### config.mk
export PLATFORM = sky130hd
export DESIGN_NAME = fdmd_result_fifo
export DESIGN_NICKNAME = d
export VERILOG_FILES = /design/src/hdl/frame_difference_motion_detector_core_macros.svh /design/src/hdl/fdmd_pkg.sv /design/src/hdl/fdmd_result_fifo.sv
export SDC_FILE = /design/constraint.sdc
export NUM_CORES = 1
export LEC_CHECK = 0
export CORE_MARGIN = 1
export CORE_UTILIZATION = 55
export CTS_BUF_LIST = sky130_fd_sc_hd__clkbuf_2 sky130_fd_sc_hd__clkbuf_4 sky130_fd_sc_hd__clkbuf_8
export DETAILED_ROUTE_END_ITERATION = 10
export DONT_BUFFER_PORTS = 1
export HOLD_SLACK_MARGIN = 0.03
export PLACE_DENSITY_LB_ADDON = 0.3
export SYNTH_ARGS = -nofsm -noshare
export SYNTH_HDL_FRONTEND = slang
export SYNTH_SLANG_ARGS = --single-unit
### constraint.sdc
create_clock -name clk -period 4.4 [get_ports clk]
set_clock_uncertainty 0.15 [all_clocks]
set_input_delay 0.88 -clock clk [delete_from_list [all_inputs] [get_ports clk]]
set_output_delay 0.88 -clock clk [all_outputs]
set_load 0.02 [all_outputs]
### src/hdl/frame_difference_motion_detector_core_macros.svh
// assertion macros for the frame difference motion detector
// used by the rtl files that carry concurrent checks, no other dependencies
`ifndef FRAME_DIFFERENCE_MOTION_DETECTOR_CORE_MACROS_SVH
`define FRAME_DIFFERENCE_MOTION_DETECTOR_CORE_MACROS_SVH
`ifndef ASSERT_OFF
`define FDMD_ASSERT(lbl, clk, rst_n, expr) \
	lbl: assert property (@(posedge clk) disable iff (!rst_n) (expr)) \
		else $error("fdmd check failed");
`define FDMD_ASSERT_IMPL(lbl, clk, rst_n, ante, cons) \
	lbl: assert property (@(posedge clk) disable iff (!rst_n) (ante) |-> (cons)) \
		else $error("fdmd check failed");
`else
`define FDMD_ASSERT(lbl, clk, rst_n, expr)
`define FDMD_ASSERT_IMPL(lbl, clk, rst_n, ante, cons)
`endif
`endif

### src/hdl/fdmd_pkg.sv
// shared types and constants of the frame difference motion detector
// no dependencies
`default_nettype none
package fdmd_pkg;
	localparam int MAX_PIXELS = 65536;
	localparam int PIX_AW     = $clog2(MAX_PIXELS);
	localparam int PIX_W      = 8;
	localparam int CNT_W      = 17;
	localparam int PCT_W      = 7;
	localparam int EVERY_W    = 8;
	localparam int CFG_W      = 17;
	localparam int CFG_IDX_W  = 2;
	localparam int IDX_CMP_W  = ((PIX_AW > CNT_W) ? PIX_AW : CNT_W) + 1;
	localparam int BTHR_W     = PCT_W + PIX_W;
	localparam int PROD_W     = PCT_W + CNT_W;
	localparam int CMP_W      = PROD_W + 1;
	localparam int RES_DEPTH  = 4;
	localparam int RES_PTR_W  = $clog2(RES_DEPTH);
	localparam int RES_CNT_W  = RES_PTR_W + 1;

	localparam logic [PCT_W-1:0]   BRIGHT_RST = PCT_W'(5);
	localparam logic [PCT_W-1:0]   OVER_RST   = PCT_W'(50);
	localparam logic [EVERY_W-1:0] EVERY_RST  = EVERY_W'(1);
	localparam logic [CNT_W-1:0]   FPIX_RST   = CNT_W'(19200);
	localparam logic [BTHR_W-1:0]  BTHR_RST   = BTHR_W'(5 * 255);
	localparam logic [PROD_W-1:0]  BLIM_RST   = PROD_W'(5 * 19200);
	localparam logic [PROD_W-1:0]  OLIM_RST   = PROD_W'(50 * 19200);

	typedef enum logic [1:0] {
		CLASS_QUIET    = 2'd0,
		CLASS_MOTION   = 2'd1,
		CLASS_OVERLOAD = 2'd2
	} frame_class_t;

	typedef enum logic [CFG_IDX_W-1:0] {
		REG_BRIGHTNESS    = 2'd0,
		REG_OVERLOAD      = 2'd1,
		REG_ANALYSE_EVERY = 2'd2,
		REG_FRAME_PIXELS  = 2'd3
	} cfg_reg_t;

	typedef struct packed {
		frame_class_t           frame_class;
		logic [CNT_W-1:0]       changed_count;
	} result_t;
endpackage
`default_nettype wire

### src/hdl/fdmd_result_fifo.sv
// small result queue in front of the output channel
// depends on fdmd_pkg
`default_nettype none
module fdmd_result_fifo (
	input  wire logic              clk,
	input  wire logic              arst_n,
	input  wire logic              push,
	input  wire fdmd_pkg::result_t wdata,
	input  wire logic              pop,
	output logic                   valid,
	output fdmd_pkg::result_t      rdata
);
	fdmd_pkg::result_t                      entry_q [fdmd_pkg::RES_DEPTH];
	logic [fdmd_pkg::RES_PTR_W-1:0]         wr_ptr_q;
	logic [fdmd_pkg::RES_PTR_W-1:0]         rd_ptr_q;
	logic [fdmd_pkg::RES_CNT_W-1:0]         count_q;
	logic                                   do_pop;

	assign valid  = (count_q != '0);
	assign rdata  = entry_q[rd_ptr_q];
	assign do_pop = pop && valid;

	always_ff @(posedge clk) begin
		if (push) begin
			entry_q[wr_ptr_q] <= wdata;
		end
	end

	always_ff @(posedge clk or negedge arst_n) begin
		if (!arst_n) begin
			wr_ptr_q <= '0;
			rd_ptr_q <= '0;
			count_q  <= '0;
		end else begin
			if (push) begin
				wr_ptr_q <= wr_ptr_q + 1'b1;
			end
			if (do_pop) begin
				rd_ptr_q <= rd_ptr_q + 1'b1;
			end
			case ({push, do_pop})
				2'b10:   count_q <= count_q + 1'b1;
				2'b01:   count_q <= count_q - 1'b1;
				default: count_q <= count_q;
			endcase
		end
	end
endmodule
`default_nettype wire

Yosys cells after proc, flatten, opt, wreduce, memory -nomap -nowiden. Memory sizes are Yosys's and may differ from the RTL's. Index checks and enable logic that the tools add are counted.

Add/subtract/negate cells: 4. Eq/ne operators: 2. Muxes and demuxes: 3. Reduce and logical (&&, ||, !) cells: 3.

Operators with widths (count): 3-bit case mux with 2 select lines (1); 2-bit by 1-bit adder with 2-bit output, second input constant (2); 3-bit by 1-bit adder with 3-bit output, second input constant (1); 3-bit nonzero test (1); 3-bit by 1-bit subtractor with 3-bit output, second input constant (1); 2-bit by 1-bit == test with 1-bit output, second input constant (1); 2-bit == test, second input constant (1); 1-bit 2-to-1 mux (2); 2-bit nonzero test (1); 1-bit logical AND (1).

Flip-flop bits (word level): 7. RAM bits: 76. Input port bits: 23. Output and inout port bits: 20. Word-level logic and storage cells: 16. Memories: 1.

Memory list: entry_q (depth 4, bits a word 19, rd ports 1, clocked after memory_dff 0, wr ports 1, RTL line fdmd_result_fifo.sv:13) `fdmd_pkg::result_t entry_q [fdmd_pkg::RES_DEPTH];`.

Logic depth before layout (Yosys ltp). Gate-level depths: netlist of the first run.

Depth in word-level cells: 4. Mapped depth: 7. Mapped depth without buffers: 7.

Worst setup path after synthesis of the first run. OpenSTA, ideal clock, no wires.

Path kind: input -> register. From: input pop. To: register count_q[2] in the netlist's numbering. Library setup time: 0.079 ns. Arrival: 2.020 ns. Data required time: 4.171 ns. Path slack: 2.151 ns. Stages on the path: 7. Buffers on the path: 0. Path through: o31a_1 ha_1 inv_1 fa_1 xor2_1 nor2_1 xor2_1.

Longest elaborated chain between the ends: 3. Elaborated cells on any way between the ends: 5. Those cells by class: eq/ne: 2; mux: 1; reduce/logical: 2.

RTL lines: from (decl) (RTL line fdmd_result_fifo.sv:9) `input wire logic pop,`; 1-bit logical AND (*) (RTL line fdmd_result_fifo.sv:21) `assign do_pop = pop && valid;`; 2-bit by 1-bit == test with 1-bit output / 2-bit == test (equally long branches) (RTL line fdmd_result_fifo.sv:41) `case ({push, do_pop})`; 3-bit case mux with 2 select lines / 2-bit nonzero test (equally long branches); to (signal assigned) (RTL line fdmd_result_fifo.sv:42) `2'b10: count_q <= count_q + 1'b1;`; to (signal assigned) (RTL line fdmd_result_fifo.sv:43) `2'b01: count_q <= count_q - 1'b1;`; to (signal assigned) (RTL line fdmd_result_fifo.sv:44) `default: count_q <= count_q;`; to (decl) (RTL line fdmd_result_fifo.sv:16) `logic [fdmd_pkg::RES_CNT_W-1:0] count_q;`.

Mark *: on every way between the ends. The rest lies on a longest branch, timed or not. A chain may end at the register's enable or synchronous reset.

==> results.md, run 1 <==
* Post-synth top area share at 72.6%
* Post-synth EDFFs at 76
* Top-count cell post-synth: edfxtp_1
* Static Leak at 1.16 nW
* Final setup vio count at 0
* DP HPWL at 3.24 mm
* Synth top area cells: edfxtp_1 73%, mux4_2 13%, dfrtp_1 5.6%, ha_1 2.0%, xor2_1 1.1%
* Initial antenna violation count at 0
* Final hold viol count at 0
* Worst setup endpoint: rdata[17]
* Crit path required time at 3.37 ns
* Largest net degree at the start of global routing at 21
* Reg2Reg Depth at 3
* Post-CTS Setup Bufs at 0
* Detailed Routing Iterations Pass 1 at 4
* CTS root buf: clkbuf_8
* Post-CTS Resized at 0
* Die width at 77.6 um
* Clk slew on worst S/H paths at 0.08 ns
* Endpoint of the lowest-slack register-to-register path: entry_q[1][2]$_DFFE_PP_
* Skew-Pair Late Insertion Delay at 0.34 ns
* Slew Limit Fails at 0
* Share of synthesized registers carrying an async set or reset at 8.43%
* Worst Setup End Kind: output pin
* Outcome: completed
* Gate Count Post-Synth at 135
* DRC Markers at 0
* Synth top cells by count: 76 x edfxtp_1, 18 x mux4_2, 7 x dfrtp_1
* Layout cells sized above 1 at 23.0%
* Synthesized Nets at 164
* Total power draw at 2.41 mW
* First-pass GRT wire length at 7.85 mm
* Max FO, Critical Path at 12
* Initial detailed-routing violation count at 106
* Vias in the first global route at 1432
* Row count at 27
* Reg2Reg Setup Slack at 2.39 ns
* Cell count after placement at 204
* Flop pwr share at around half
* Hold_buf cts at 0
* Height of the die at between 70 and 80 um
* Clk pwr share at 26.1%
* Final Cell Area at about 3400 sq um
* Tmin final at approximately 3.2 ns
* Wire length per cell at roughly 23 um
* Placer Congestion at 0.673
* Arrival @ worst endpoint at 2.13 ns
* Area of the core at 5510 sq um
* Max_cap viols at 0
* Slew HR at between 30% and 40%
* Final Worst Setup Slack at roughly 1.2 ns
* Seq/Total Area, Yosys at 78.1%
* FF+latch count, synth at between 80 and 90
* Die area at between 6000 and 7000 sq um
* Achievable Freq at 316 MHz
* Total gr overflow at 0
* Diodes inserted at 0
* Htree depth at 3
* Number of distinct library cells after synthesis at 18
* Fin nets at 172
* Max clock buf depth at 2
* Max VDD drop at 353 uV
* Synth area leader: edfxtp_1
* Tcrit/Tclk final at between 70% and 80%
* TritonCTS clock tree: yes
* CP Class: reg -> out
* RSZ-0062 raised after global routing: false
* Gate power share at 25.5%
* Min-delay worst type: in -> async
* Pint at between 1.5 and 2 mW
* Psw at between 0.7 and 0.8 mW
* Non-filler cells, final at between 200 and 250
* Final WL at 5.00 mm
* Pwr per Cell Area at 699 nW/um^2
* Syn Std Cell Area at 3150 sq um
* CTS Sinks at 83
* Cts bufs inserted at 9
* Via count at 1297
* Setup TNS Final at 0 ns
* Place WS at 1.56 ns
* Critical path launch point type: flip-flop
* Layout area overhead at 9.55%
* Sw frac at 30.6%
* Port bufs at 0
* Gr usage total at 18.9%
* Crit. Startpoint: rd_ptr_q[0]$_DFFE_PN0P_
* Worst Tran Pin Value at 1.02 ns
* Yosys warns at 0
* Dpl cell area at between 3000 and 4000 sq um
* Ports at 43
* Post-DRT Antenna Nets at 0
* Initial Util at a little under three fifths
* R2r startpoint: wr_ptr_q[1]$_DFFE_PN0P_
* Main synth FF type: edfxtp_1
* Vias per cell at between 5 and 6
* Syn_area_per_cell at roughly 23 sq um
==> through the flow <==
step / hold slack (ns) / utilization (%)
2_1_floorplan: 0.306 / -
3_3_place_gp: 0.319 / 58.3
3_5_place_dp: 0.349 / 58.3
4_1_cts: 0.0532 / 62.6
5_1_grt: 0.0466 / 62.6
6_report: 0.0702 / 62.6
==> sequential cells by signal, summed over array words and instances, names as in the netlist <==
signal and flops:
wr_ptr_q 2, count_q 3, rd_ptr_q 2, entry_q 76
==> per-layer routing <==
| metal | vias up | routed length (um) | global-route usage, % |
|---|---|---|---|
| li1 | 557 | - | - |
| met1 | 687 | 1910 | 22.2 |
| met2 | 39 | 2660 | 30.5 |
| met3 | 14 | 269 | 5.18 |
| met4 | 0 | 167 | 12.6 |
| met5 | - | 0 | 0 |
==> worst max-delay path, stage by stage (launching register included) <==
cell and delay, ns:
dfrtp_1 0.79, buf_4 0.37, mux4_2 0.63
==> final cells by class <==
type,instances,area (sq um)
fillers,353,2060
multi-input cells,42,633
inverters,6,22.5
repair buffers,1,7.51
flip-flops and latches,83,2460
well taps,72,90.1
clock buffers,10,131
clock inverters,6,104
==> cell usage in the layout (no fill, tap or decap) <==
cell        n
edfxtp_1   76
mux4_2     18
clkbuf_8    9
dfrtp_1     7
inv_1       6
ha_1        5
and2_1      4
xor2_1      4
bufinv_16   3
xnor2_1     2
nand2_1     2
clkinv_2    2
o31a_1      1
mux4_1      1
or3_1       1
mux2i_1     1
o21ai_0     1
nor2_1      1
fa_1        1
clkbuf_4    1
clkinv_1    1
buf_4       1
==> worst min-delay path by stage <==
| stage | endpoint | slack [ns] |
|---|---|---|
| 2_1_floorplan | count_q[2]$_DFFE_PN0P_ | 0.31 |
| 3_3_place_gp | count_q[2]$_DFFE_PN0P_ | 0.32 |
| 3_5_place_dp | count_q[2]$_DFFE_PN0P_ | 0.35 |
| 4_1_cts | count_q[1]$_DFFE_PN0P_ | 0.05 |
| 5_1_grt | count_q[1]$_DFFE_PN0P_ | 0.05 |
| 6_report | count_q[1]$_DFFE_PN0P_ | 0.07 |
==> power groups by stage <==
| stage | registers (mW) | clock network [mW] | logic (mW) |
|---|---|---|---|
| detailed placement | 1.19 | 0 | 0.625 |
| global placement | 1.17 | 0 | 0.599 |
| floorplan | 1.10 | 0 | 0.592 |
| global route | 1.19 | 0.667 | 0.656 |
| CTS | 1.17 | 0.640 | 0.627 |
| finish | 1.17 | 0.629 | 0.614 |
==> kinds of logic after synthesis <==
kind of cell	synth area share, %
AO/OA/AOI/OAI	0.437
XOR/XNOR	1.67
multiplexers	14.0
adder cells (fa/ha/maj)	2.63
buffers and inverters	1.75
AND/OR/NAND/NOR	1.35
flip-flops	78.1
Power figures use the tool's default switching activity.
==> run 2, diff against run 1 <==
--- a/config.mk
+++ b/config.mk
@@ -5,6 +5,7 @@
 export SDC_FILE = /design/constraint.sdc
 export NUM_CORES = 1
 export LEC_CHECK = 0
+export ABC_AREA = 1
 export CORE_MARGIN = 1
 export CORE_UTILIZATION = 55
 export CTS_BUF_LIST = sky130_fd_sc_hd__clkbuf_2 sky130_fd_sc_hd__clkbuf_4 sky130_fd_sc_hd__clkbuf_8
==> constraint.sdc (replaced) <==
create_clock -name clk -period 2.6 [get_ports clk]
set_clock_uncertainty 0.15 [all_clocks]
set_input_delay 0.52 -clock clk [delete_from_list [all_inputs] [get_ports clk]]
set_output_delay 0.52 -clock clk [all_outputs]
set_load 0.02 [all_outputs]
==> results.md, run 2 <==
* Crit path required time at 1.93 ns (-1.44 ns)
* Share of synthesized registers carrying an async set or reset at 8.43% (unchanged)
* Seq/Total Area, Yosys at 69.4% (-8.7 points)
* Syn Std Cell Area at 3540 sq um (+13%)
* Number of distinct library cells after synthesis at 19 (+1)
* Static Leak at 1.62 nW (+40%)
* Register area at 2460 sq um (unchanged)
* Htree depth at 3 (unchanged)
* Synth top area cells: edfxtp_1 64%, nand2_1 7.9%, o211ai_2 6.7%, inv_1 5.4%, dfrtp_1 4.9%
* Height of the die at 82.3 um (+6.0%)
* Arrival @ worst endpoint at 1.75 ns (-0.38 ns)
* Outcome: completed
* Cts bufs inserted at 9 (unchanged)
* Min-delay worst type: in -> reg
* Top-count cell post-synth: edfxtp_1
* Achievable Freq at 413 MHz
* Detailed Routing Iterations Pass 1 at 4 (unchanged)
* Max FO, Critical Path at 22 (+10)
* Synth top cells by count: 76 x edfxtp_1, 75 x nand2_1, 51 x inv_1
* Post-CTS Resized at 0 (unchanged)
* Synthesized Nets at 307 (+87%)
* Slowest cell on crit path: dfrtp_1
* Slew HR at 66.8% (+35 points)
* Die area at 6770 sq um (+12%)
* Diodes inserted at 0 (unchanged)
* Skew-Pair Late Insertion Delay at 0.34 ns (about the same)
* Clk slew on worst S/H paths at 0.09 ns (about the same)
* Initial Util at 58.4% (+1.3 points)
* Total gr overflow at 0 (unchanged)
* CTS root buf: clkbuf_8
* Fin nets at 316 (+84%)
* Wire length per cell at 14.7 um (-35%)
* Multi-input gate area at 798 sq um (+26%)
* DRC Markers at 0 (unchanged)
* Final hold viol count at 0 (unchanged)
* Synth area leader: edfxtp_1
* Cell count after placement at 350 (+72%)
* Final WL at 5.39 mm (+7.6%)
* Vias in the first global route at 1821 (+27%)
* Placer Congestion at 0.807 (+20%)
* FF+latch count, synth at 83 (unchanged)
* TritonCTS clock tree: yes
* Slew Limit Fails at 0 (unchanged)
* Cell chain of the critical path: inv_2, buf_12, nand2_1, o211ai_1, nand2_1
* Filler cell count at 436 (+24%)
* Layout cells sized above 1 at 16.1% (-6.9 points)
* Non-filler cells, final at 367 (+67%)
* Pwr per Cell Area at 1130 nW/um^2 (+62%)
* RSZ-0062 raised after global routing: false
* Tmin final at between 2 and 2.5 ns
* CP Class: reg -> out
* Layout area overhead at 9.36%
* Die width at 82.3 um (+6.0%)
* Max clock buf depth at 2 (unchanged)
* Yosys warns at 0 (unchanged)
* Initial detailed-routing violation count at 62 (-42%)
* Most frequent cells in the layout: 76 x edfxtp_1, 75 x nand2_1, 51 x inv_1, 19 x o211ai_2, 19 x o211ai_1
* Most used cell, CP: nand2_1
* CTS Sinks at 83 (unchanged)
* Port bufs at 0 (unchanged)
* Post-synth top area share at 64.4% (-8.1 points)
* Gr usage total at 18.1% (-0.77 points)
* Max stage delay on crit path at 0.41 ns (-0.38 ns)
* Syn_area_per_cell at 12.7 sq um (-45%)
* Gate Count Post-Synth at 278 (+110%)
* Cell family with most CP delay: buffers and inverters
* Commonest non-fill, non-tap cell in the layout: edfxtp_1
* Main synth FF type: edfxtp_1
* Initial antenna violation count at 0 (unchanged)
* Total power draw at 4.39 mW (+82%)
* Largest Register: entry_q
* Largest registers: entry_q: 76 flops, count_q: 3 flops
* Post-synth EDFFs at 76 (unchanged)
* First-pass GRT wire length at 8.43 mm (+7.4%)
* Final Core Density at 63.9% (+1.3 points)
* Worst Setup End Kind: output pin
* Area of the core at 6060 sq um (+10%)
* CP bufs+invs at 2 (+1)
* Final setup vio count at 0 (unchanged)
* Max FFs per register at 76 (unchanged)
* Setup TNS Final at 0 ns (unchanged)
* Tcrit/Tclk final at 93.1%
* Post-CTS Setup Bufs at 0 (unchanged)
* Ports at 43 (unchanged)
* Largest net degree at the start of global routing at 23 (+9.5%)
* Post-DRT Antenna Nets at 0 (unchanged)
* Worst Tran Pin Value at 0.497 ns (-0.524 ns)
* Max VDD drop at 747 uV (+110%)
* DP HPWL at 3.51 mm (+8.5%)
* Critical path launch point type: flip-flop
* Vias per cell at 5.14 (-13%)
* Via count at 1887 (+45%)
* Row count at 28 (+3.7%)
* Max_cap viols at 0 (unchanged)
==> run 2: worst paths after layout <==
path                                         startpoint                       end  slack [ns]  cells after the start
worst min-delay path                          wdata[13]  entry_q[2][13]$_DFFE_PP_        0.11                      0
worst max register to register   count_q[1]$_DFFE_PN0P_    count_q[2]$_DFFE_PN0P_        0.53                     11
min in group asynchronous                        arst_n    count_q[2]$_DFFE_PN0P_        0.35                      1
worst min register to register   count_q[1]$_DFFE_PN0P_    count_q[1]$_DFFE_PN0P_        0.34                      2
worst max-delay path            rd_ptr_q[0]$_DFFE_PN0P_                  rdata[8]        0.18                      5
max in group asynchronous                        arst_n   wr_ptr_q[0]$_DFFE_PN0P_        1.71                      1
==> run 2: area by class of cell <==
class	count	area share, %
clock inverter	7	1.94
sequential	83	63.4
inverter	54	5.23
timing repair buffer	11	3.17
tap	75	2.42
clock buffer	9	3.20
multi-input combinational	128	20.6
==> run 2: routing by layer <==
metal / track usage, % / vias up / share of wire (%)
li1: - / 954 / -
met3: 7.36 / 11 / 6.8
met4: 10.0 / 0 / 1.9
met2: 28.8 / 47 / 48
met5: 0 / - / 0
met1: 20.7 / 875 / 44
==> run 2: timing repair <==
| action | 4_1_cts | 5_1_grt |
|---|---|---|
| endpoints found under the setup margin | 0 | 0 |
| endpoints found under the hold margin | 7 | 0 |
| hold buffers | 1 | 0 |
==> run 2: logic make-up after synthesis <==
family | share of synthesized area, %
flip-flops | 69.4
AND/OR/NAND/NOR | 8.69
buffers and inverters | 8.09
AO/OA/AOI/OAI | 11.0
adder cells (fa/ha/maj) | 2.33
XOR/XNOR | 0.495
==> run 2: worst register-to-register path: stages, from the launching register on <==
cell	delay [ns]
dfrtp_1	0.35
inv_1	0.07
nand3_1	0.27
nand2_1	0.15
inv_1	0.08
ha_1	0.15
inv_1	0.06
fa_1	0.37
nand2_1	0.10
nand3_1	0.08
nand2_1	0.07
nand2_1	0.06
==> run 2: through the flow <==
step / cell area [sq um] / hold slack (ns) / worst slack (ns)
floorplan: 3540 / 0.0744 / 0.675
global placement: 3660 / 0.0746 / 0.600
detailed placement: 3660 / 0.0745 / 0.541
CTS: 3870 / 0.0929 / 0.144
global route: 3870 / 0.0866 / 0.0800
finish: 3870 / 0.112 / 0.179
==> run 2: power by group <==
part / switching (mW) / internal [mW]
registers: 0.0927 / 1.76
logic: 1.13 / 0.481
clock network: 0.469 / 0.452
total: 1.69 / 2.69
